==> src/hdl/utf8_byte_stream_decoder_defines.svh <==
// assertion macros for the utf8 decoder rtl
// no dependencies; included by utf8_byte_stream_decoder, which carries concurrent checks
`ifndef UTF8_BYTE_STREAM_DECODER_DEFINES_SVH
`define UTF8_BYTE_STREAM_DECODER_DEFINES_SVH

// same-cycle implication, disabled in reset
`define UTF8D_ASSERT_IMPL(label, clk, rst, ante, cons) \
   label: assert property (@(posedge clk) disable iff (rst) (ante) |-> (cons)) \
      else $error("utf8 decoder check failed");

// next-cycle implication, disabled in reset
`define UTF8D_ASSERT_NEXT(label, clk, rst, ante, cons) \
   label: assert property (@(posedge clk) disable iff (rst) (ante) |=> (cons)) \
      else $error("utf8 decoder check failed");

`endif

==> src/hdl/utf8d_pkg.sv <==
// types and lead byte codes for the utf8 byte stream decoder
// no dependencies; used by utf8d_step and utf8_byte_stream_decoder
`default_nettype none

package utf8d_pkg;

   localparam int unsigned CP_W    = 21;
   localparam int unsigned BYTE_W  = 8;
   localparam int unsigned CNT_W   = 2;
   localparam int unsigned RSP_DW  = 24;
   localparam int unsigned RSP_UW  = 2;

   // lead byte prefixes
   localparam logic [2:0] LEAD2_PREFIX = 3'b110;
   localparam logic [3:0] LEAD3_PREFIX = 4'b1110;
   localparam logic [4:0] LEAD4_PREFIX = 5'b11110;

   // continuation bytes still expected after a lead
   localparam logic [CNT_W-1:0] CNT_NONE = 2'd0;
   localparam logic [CNT_W-1:0] CNT_ONE  = 2'd1;
   localparam logic [CNT_W-1:0] CNT_TWO  = 2'd2;
   localparam logic [CNT_W-1:0] CNT_THREE = 2'd3;

   typedef struct packed {
      logic [CNT_W-1:0] pending_count;
      logic [CP_W-1:0]  partial_value;
   } state_type;

   typedef struct packed {
      logic [CP_W-1:0] code_point;
      logic            has_code_point;
      logic            truncated;
      logic            last_of_text;
   } rsp_type;

endpackage

`default_nettype wire

==> src/hdl/utf8_byte_stream_decoder.sv <==
// top level of the utf8 byte stream decoder: handshake, state and result register
// depends on utf8d_pkg, utf8d_step and utf8_byte_stream_decoder_defines.svh
//
//   channel   dir   tdata                 tuser                          tlast
//   req_      in    [7:0] text_byte       -                              end_of_text
//   rsp_      out   [20:0] code_point     [0] has_code_point [1] truncated last_of_text
//
// one byte per cycle unless rsp_ stalls; a result is on rsp_ the cycle after its byte
// the decode is a single pass of logic from the byte and the state register
// into the result register, so the sequence state never stalls a byte
// a byte is taken while the result register is empty or being drained
// reset clears the pending count, the accumulator and the result valid
`default_nettype none
`include "utf8_byte_stream_decoder_defines.svh"

module utf8_byte_stream_decoder (
   input  wire logic                         clock,
   input  wire logic                         reset,
   // request channel
   input  wire logic                         req_tvalid,
   output logic                              req_tready,
   input  wire logic [utf8d_pkg::BYTE_W-1:0] req_tdata,   // [7:0] text_byte
   input  wire logic                         req_tlast,   // end_of_text
   // response channel
   output logic                              rsp_tvalid,
   input  wire logic                         rsp_tready,
   output logic [utf8d_pkg::RSP_DW-1:0]      rsp_tdata,   // [20:0] code_point, zero pad
   output logic [utf8d_pkg::RSP_UW-1:0]      rsp_tuser,   // [0] has_code_point [1] truncated
   output logic                              rsp_tlast    // last_of_text
);
   import utf8d_pkg::*;

   state_type state_ff, state_in;
   logic      rsp_valid_ff, rsp_valid_in;
   rsp_type   rsp_data_ff, rsp_data_in;

   state_type step_state;
   logic      step_emit;
   rsp_type   step_rsp;
   logic      req_xfer;

   utf8d_step u_step (
      .text_byte   (req_tdata),
      .end_of_text (req_tlast),
      .cur_state   (state_ff),
      .nxt_state   (step_state),
      .emit        (step_emit),
      .rsp         (step_rsp)
   );

   // output register frees up in the same cycle it is drained
   assign req_tready = !rsp_valid_ff || rsp_tready;
   assign req_xfer   = req_tvalid && req_tready;

   always_comb begin
      state_in     = state_ff;
      rsp_valid_in = rsp_valid_ff;
      rsp_data_in  = rsp_data_ff;
      if (req_xfer) begin
         // each byte transfer replaces whatever the register held
         state_in     = step_state;
         rsp_valid_in = step_emit;
         rsp_data_in  = step_rsp;
      end else if (rsp_tready) begin
         rsp_valid_in = 1'b0;
      end
   end

   always_ff @(posedge clock) begin
      if (reset) begin
         state_ff     <= '0;
         rsp_valid_ff <= 1'b0;
      end else begin
         state_ff     <= state_in;
         rsp_valid_ff <= rsp_valid_in;
      end
   end

   // payload, no reset needed
   always_ff @(posedge clock) begin
      rsp_data_ff <= rsp_data_in;
   end

   assign rsp_tvalid = rsp_valid_ff;
   assign rsp_tdata  = {{(RSP_DW-CP_W){1'b0}}, rsp_data_ff.code_point};
   assign rsp_tuser  = {rsp_data_ff.truncated, rsp_data_ff.has_code_point};
   assign rsp_tlast  = rsp_data_ff.last_of_text;

   // end of text leaves a clean state for the next text
   `UTF8D_ASSERT_NEXT(a_eot_clears, clock, reset, req_xfer && req_tlast, state_ff == '0)
   // an idle decoder has an empty accumulator
   `UTF8D_ASSERT_IMPL(a_idle_empty, clock, reset, state_ff.pending_count == CNT_NONE, state_ff.partial_value == '0)
   // truncation is only reported on the final result, with a code point
   `UTF8D_ASSERT_IMPL(a_trunc_last, clock, reset, rsp_tvalid && rsp_data_ff.truncated, rsp_data_ff.last_of_text && rsp_data_ff.has_code_point)
   // a bare marker only closes a text
   `UTF8D_ASSERT_IMPL(a_marker_last, clock, reset, rsp_tvalid && !rsp_data_ff.has_code_point, rsp_data_ff.last_of_text && rsp_data_ff.code_point == '0)

endmodule

`default_nettype wire

==> src/hdl/utf8d_step.sv <==
// next-state and result logic for one text byte
// depends on utf8d_pkg
`default_nettype none

module utf8d_step (
   input  wire logic [utf8d_pkg::BYTE_W-1:0] text_byte,
   input  wire logic                         end_of_text,
   input  wire utf8d_pkg::state_type         cur_state,
   output utf8d_pkg::state_type              nxt_state,
   output logic                              emit,
   output utf8d_pkg::rsp_type                rsp
);
   import utf8d_pkg::*;

   logic [CP_W-1:0]  acc;
   logic [CNT_W-1:0] dec_count;
   logic [CP_W-1:0]  seq_cp;
   logic             done;
   logic [CP_W-1:0]  pad_cp;

   assign acc       = {cur_state.partial_value[CP_W-7:0], text_byte[5:0]};
   assign dec_count = cur_state.pending_count - CNT_ONE;

   always_comb begin
      nxt_state = cur_state;
      seq_cp    = '0;
      done      = 1'b0;
      if (cur_state.pending_count != CNT_NONE) begin
         // any byte counts as continuation here
         nxt_state.pending_count = dec_count;
         if (dec_count == CNT_NONE) begin
            seq_cp                  = acc;
            nxt_state.partial_value = '0;
            done                    = 1'b1;
         end else begin
            nxt_state.partial_value = acc;
         end
      end else if (!text_byte[7]) begin
         seq_cp = {{(CP_W-BYTE_W){1'b0}}, text_byte};
         done   = 1'b1;
      end else if (text_byte[7:5] == LEAD2_PREFIX) begin
         nxt_state.partial_value = {{(CP_W-5){1'b0}}, text_byte[4:0]};
         nxt_state.pending_count = CNT_ONE;
      end else if (text_byte[7:4] == LEAD3_PREFIX) begin
         nxt_state.partial_value = {{(CP_W-4){1'b0}}, text_byte[3:0]};
         nxt_state.pending_count = CNT_TWO;
      end else if (text_byte[7:3] == LEAD4_PREFIX) begin
         nxt_state.partial_value = {{(CP_W-3){1'b0}}, text_byte[2:0]};
         nxt_state.pending_count = CNT_THREE;
      end
      // stray continuation or f8..ff: skipped

      // zero-fill the missing low bits of a cut-off sequence
      case (nxt_state.pending_count)
         CNT_ONE:   pad_cp = {nxt_state.partial_value[CP_W-7:0], 6'b0};
         CNT_TWO:   pad_cp = {nxt_state.partial_value[CP_W-13:0], 12'b0};
         CNT_THREE: pad_cp = {nxt_state.partial_value[CP_W-19:0], 18'b0};
         default:   pad_cp = nxt_state.partial_value;
      endcase

      rsp.code_point     = seq_cp;
      rsp.has_code_point = done;
      rsp.truncated      = 1'b0;
      rsp.last_of_text   = end_of_text;
      emit               = done;
      if (end_of_text) begin
         emit = 1'b1;
         if (!done && nxt_state.pending_count != CNT_NONE) begin
            rsp.code_point     = pad_cp;
            rsp.has_code_point = 1'b1;
            rsp.truncated      = 1'b1;
         end
         nxt_state.pending_count = CNT_NONE;
         nxt_state.partial_value = '0;
      end
   end

endmodule

`default_nettype wire

==> config.mk <==
export PLATFORM = sky130hd
export DESIGN_NAME = utf8_byte_stream_decoder
export DESIGN_NICKNAME = d
export VERILOG_FILES = /design/src/hdl/utf8d_pkg.sv /design/src/hdl/utf8_byte_stream_decoder.sv /design/src/hdl/utf8d_step.sv
export VERILOG_INCLUDE_DIRS = /design/src /design/src/hdl
export SDC_FILE = /design/constraint.sdc
export NUM_CORES = 1
export LEC_CHECK = 0
export BUFFER_PORTS_ARGS = -buffer_cell sky130_fd_sc_hd__buf_2
export CAP_MARGIN = 5
export CORE_ASPECT_RATIO = 0.7
export CORE_MARGIN = 4
export CORE_UTILIZATION = 54
export DETAILED_ROUTE_END_ITERATION = 10
export PLACE_DENSITY = 0.78
export SYNTH_ARGS = -nofsm -noshare
export SYNTH_HDL_FRONTEND = slang
export SYNTH_SLANG_ARGS = --single-unit
==> constraint.sdc <==
create_clock -name clock -period 2.2 [get_ports clock]
set_clock_uncertainty 0.1 [all_clocks]
set_input_delay 0.44 -clock clock [delete_from_list [all_inputs] [get_ports clock]]
set_output_delay 0.44 -clock clock [all_outputs]
set_load 0.02 [all_outputs]
# After elaboration in Yosys (flattened, before gate mapping)

Index checks and enable logic that the tools add are counted.

Bits in registers: 48
Input bits: 13
Output and inout bits: 29
Word-level logic and storage cells: 42

$add $sub $neg: 1
Eq/ne operators: 6
Muxes and demuxes: 19
Reduce and logical (&&, ||, !) cells: 9

Operator list:

| kind                                                | number |
|---|---|
| two-way mux 23 bit                                  | 8 |
| two-way mux 21 bit                                  | 3 |
| case mux 21 bit (3 select lines)                    | 1 |
| two-way mux 7 bit                                   | 1 |
| two-way mux 1 bit                                   | 6 |
| nonzero test 2 bit                                  | 3 |
| equality test 5 bit, second input constant          | 1 |
| equality test 2 bit, second input constant          | 2 |
| equality test 4 bit, second input constant          | 1 |
| equality test 3 bit, second input constant          | 1 |
| equality test 2 x 1 -> 1 bit, second input constant | 1 |
| logical AND 1 bit                                   | 2 |
| logical NOT 1 bit                                   | 2 |
| logical NOT 2 bit                                   | 1 |
| subtractor 2 x 1 -> 2 bit, second input constant    | 1 |
| logical OR 1 bit                                    | 1 |

# Longest topological paths before layout

Word-level depth: 10
Mapped depth: 7
Gate-level depth less buffers: 5

# Hierarchy

Synthesis repeated with hierarchy kept, for this count alone.

Cells, all modules: 277
Area, all modules: 2720.1 µm²

Modules (own cells, without submodules):

| module                   | instances | cells an instance | area an instance (µm²) | seq. area each (µm²) |
|---|---|---|---|---|
| utf8_byte_stream_decoder | 1         | 138               | 1866.8                 | 1201.2 |
| utf8d_step               | 1         | 139               | 853.3                  | 0.0 |

# Least setup slack after synthesis

No wires, ideal clock.

Path kind: register -> register
Start point: reg rsp_valid_ff (netlist: rsp_tvalid)
End point: reg rsp_data_ff, in the netlist rsp_tdata[0], enable pin
Setup time: 0.379 ns
Arrival time: 1.565 ns
Required time: 1.721 ns
Setup slack: 0.156 ns
Stages on the path, launching flop included: 6
Path buffers: 1
Period minus slack after synthesis: 2.044 ns
Cells stage by stage: dfxtp_1 -> nor2b_1 -> inv_1 -> nand2_1 -> buf_2 -> inv_1

Longest elaborated chain between the ends: 3

Ends and longest elaborated chain:

| item                     | line                           | text |
|---|---|---|
| start: declaration       | utf8_byte_stream_decoder.sv:34 | `logic rsp_valid_ff, rsp_valid_in;` |
| start signal: assignment | utf8_byte_stream_decoder.sv:75 | `rsp_valid_ff <= rsp_valid_in;` |
| logical NOT 1 bit        | utf8_byte_stream_decoder.sv:52 | `assign req_tready = !rsp_valid_ff \|\| rsp_tready;` |
| logical OR 1 bit         | utf8_byte_stream_decoder.sv:52 |  |
| named net req_tready     | utf8_byte_stream_decoder.sv:21 | `output logic req_tready,` |
| logical AND 1 bit        | utf8_byte_stream_decoder.sv:53 | `assign req_xfer = req_tvalid && req_tready;` |
| named net req_xfer       | utf8_byte_stream_decoder.sv:40 | `logic req_xfer;` |
| end signal: assignment   | utf8_byte_stream_decoder.sv:81 | `rsp_data_ff <= rsp_data_in;` |
| end: declaration         | utf8_byte_stream_decoder.sv:35 | `rsp_type rsp_data_ff, rsp_data_in;` |

The timed path passes the listed nets, and every way through them passes these cells.
A chain may end at the register's enable or synchronous reset.

==> results.py <==
metrics = {
    "detailed_routing": {
        "wl_per_cell_um": 18.7,
        "vias": 1905,
        "drt-total-wl_um": 5700,
        "drt_iter0_markers": 221,
        "drc_errors": 0,
        "firstDrtPassIters": 4,
        "via_per_inst": 6.25,
        "drtAntennaViolNets": 0,
    },
    "setup_path": {
        "rr_worst_depth": 4,
        "timing.rr.end": "rsp_tdata[14]$_DFFE_PP_",
        "setup.worst_path.start": "state_ff[21]$_SDFFE_PP0P_",
        "crit_path_max_fanout": 6,
        "reg2reg_slack_ps": 350,
        "r2r-start": "state_ff[21]$_SDFFE_PP0P_",
        "crit_arrival_ps": 1860,
        "critPathKind": "reg2reg",
        "start_kind": "flip-flop",
        "cp-end-kind": "flip-flop",
        "crit_required_ps": 2210,
    },
    "global_route": {
        "grt_pass1_vias": 1650,
        "grt_pass1_wl_um": 8870,
        "grt_usage": 0.228,
        "grt_overflow": 0,
        "grt_start_max_net_pins": 25,
        "antenna_found_initial": 0,
    },
    "clock_tree": {
        "hold_buffers": 0,
        "clock_path_buffers": 2,
        "cts_resized": 0,
        "clk_latency_ps": 290,
        "cts_root_buffer": "clkbuf_8",
        "cts.clk_slew.worst_paths_ps": 80,
        "post-cts-setup-buffers": 0,
        "cts-htree-levels": 2,
        "clock_sinks": 42,
        "cts_made_buffers": 5,
        "cts_tree": "done",
    },
    "sta": {
        "clock.fmax_ghz": 0.541,
        "tightest_slew_ps": 583,
        "min_period_ps": 1850,
        "hold_violations": 0,
        "setup-violations-final": 0,
        "timing.final.crit_share": 0.841,
        "relSlewSlack": 0.611,
        "rsz0062_at_grt": "false",
        "slew_violations": 0,
        "fin_tns_setup_ps": 0,
    },
    "yosys": {
        "synth_top_area_cell": "edfxtp_1",
        "syn_avg_cell_area_um2": 10.3,
        "synthTopCellsByArea": "edfxtp_1, dfxtp_1, a21oi_1, o21ai_0, nand2_1",
        "synth-seq-cells": 42,
        "netlist.area_leader.share": 0.330,
        "synth_edf_count": 24,
        "synth.distinct_cells": 47,
        "synth_ff_type": "edfxtp_1",
        "async_flop_share": 0,
        "synthCells": 213,
        "yosysSeqAreaShare": 0.494,
        "synth_area_um2": 2190,
        "yosys_warnings": 0,
    },
    "floorplan": {
        "die_h_um": 61.2,
        "rows": 19,
        "start_util": 0.558,
        "core_um2": 3920,
        "die-width_um": 84.1,
        "ioPinCount": 42,
        "dieArea_um2": 5150,
    },
    "hold_path": {
        "hp-start": "req_tdata[0]",
        "hold_path_class": "in2reg",
        "holdPathEnd": "state_ff[0]$_SDFFE_PP0P_",
        "whs_path_depth": 2,
    },
    "pwr": {
        "cellPowerDensity_nw_per_um2": 611,
        "vdd_drop_max_uv": 450,
        "leakage_nw": 0.954,
    },
    "layout": {
        "final_layout_size_suffix_gt1_frac": 0.249,
        "area_growth_pct": 15.2,
        "antenna_cells": 0,
        "design_area_um2": 2520,
        "layout.nets": 265,
        "final_common_cell": "buf_2",
        "layout_common_cells": "buf_2, edfxtp_1, nand2_1",
    },
    "place": {
        "placed_area_um2": 2440,
        "io_buffer_count": 38,
        "place_congestion": 0.926,
        "hpwl_um": 4230,
    },
    "outcome": {
        "status": "completed",
    },
    "flow_run": {
        "maxCapViolations": 0,
    },
}
==> where the power goes <==
part / switching (W) / internal [W]
Sequential: 0.00000872 / 0.000859
Combinational: 0.000143 / 0.0000641
Clock: 0.000245 / 0.000220
==> sequential cells by signal, summed over array words and instances (netlist names) <==
register and count:
rsp_tlast 1, rsp_tdata 21, rsp_tuser 2, state_ff 17, rsp_tvalid 1
==> kinds of logic after synthesis <==
| group | synth area share |
|---|---|
| buffers and inverters | 0.0566 |
| other | 0.00171 |
| AND/OR/NAND/NOR | 0.168 |
| AO/OA/AOI/OAI | 0.261 |
| multiplexers | 0.0183 |
| flip-flops | 0.494 |
==> synth_stat cells, types with 6 or more instances <==
cell type / number
nor2b_1: 6
nand2_1: 21
a32oi_1: 7
buf_2: 6
and3_1: 7
inv_1: 6
and2_1: 7
o21ai_0: 16
a21oi_1: 16
edfxtp_1: 24
dfxtp_1: 18
nor2_1: 8
==> worst max path at each step <==
stage	slack, ps	endpoint	cells after the start
after floorplan	160	rsp_tdata[0]$_DFFE_PP_	5
after global placement	240	rsp_tdata[17]$_DFFE_PP_	5
after detailed placement	210	rsp_tdata[17]$_DFFE_PP_	5
after CTS	380	rsp_tdata[14]$_DFFE_PP_	4
after global routing	290	rsp_tdata[18]$_DFFE_PP_	4
final	350	rsp_tdata[14]$_DFFE_PP_	4
==> through the flow <==
step | worst slack [ps] | util | power, W | instances | hold WS, ps
after global placement | 241 | 0.621 | 0.00109 | 297 | 334
after CTS | 382 | 0.642 | 0.00154 | 305 | 326
after floorplan | 156 | - | 0.00102 | 215 | 317
after detailed placement | 210 | 0.621 | 0.00109 | 297 | 364
final | 350 | 0.642 | 0.00154 | 305 | 333
after global routing | 285 | 0.642 | 0.00161 | 305 | 325
==> worst max-delay path, stage by stage (launching register included) <==
cell and delay (ps):
dfxtp_1 400, nor2_1 410, a41oi_2 300, buf_4 230
o31ai_1 240
==> layout make-up <==
| type | instances | area, um^2 |
|---|---|---|
| tap | 52 | 65.1 |
| clock inverter | 2 | 10.0 |
| inverter | 6 | 22.5 |
| timing repair buffer | 48 | 278 |
| fill | 324 | 1400 |
| sequential | 42 | 1080 |
| multi-input combinational | 149 | 990 |
| clock buffer | 6 | 72.6 |
==> per-layer routing <==
| metal | part of all wire | up-vias | track usage | wire length [um] |
|---|---|---|---|---|
| li1 | - | 884 | - | - |
| met1 | 0.45 | 896 | 0.326 | 2550 |
| met2 | 0.42 | 117 | 0.343 | 2400 |
| met3 | 0.12 | 8 | 0.0709 | 673 |
| met4 | 0.014 | 0 | 0.0573 | 78 |
| met5 | 0 | - | 0 | 0 |
Power figures use the tool's default switching activity.
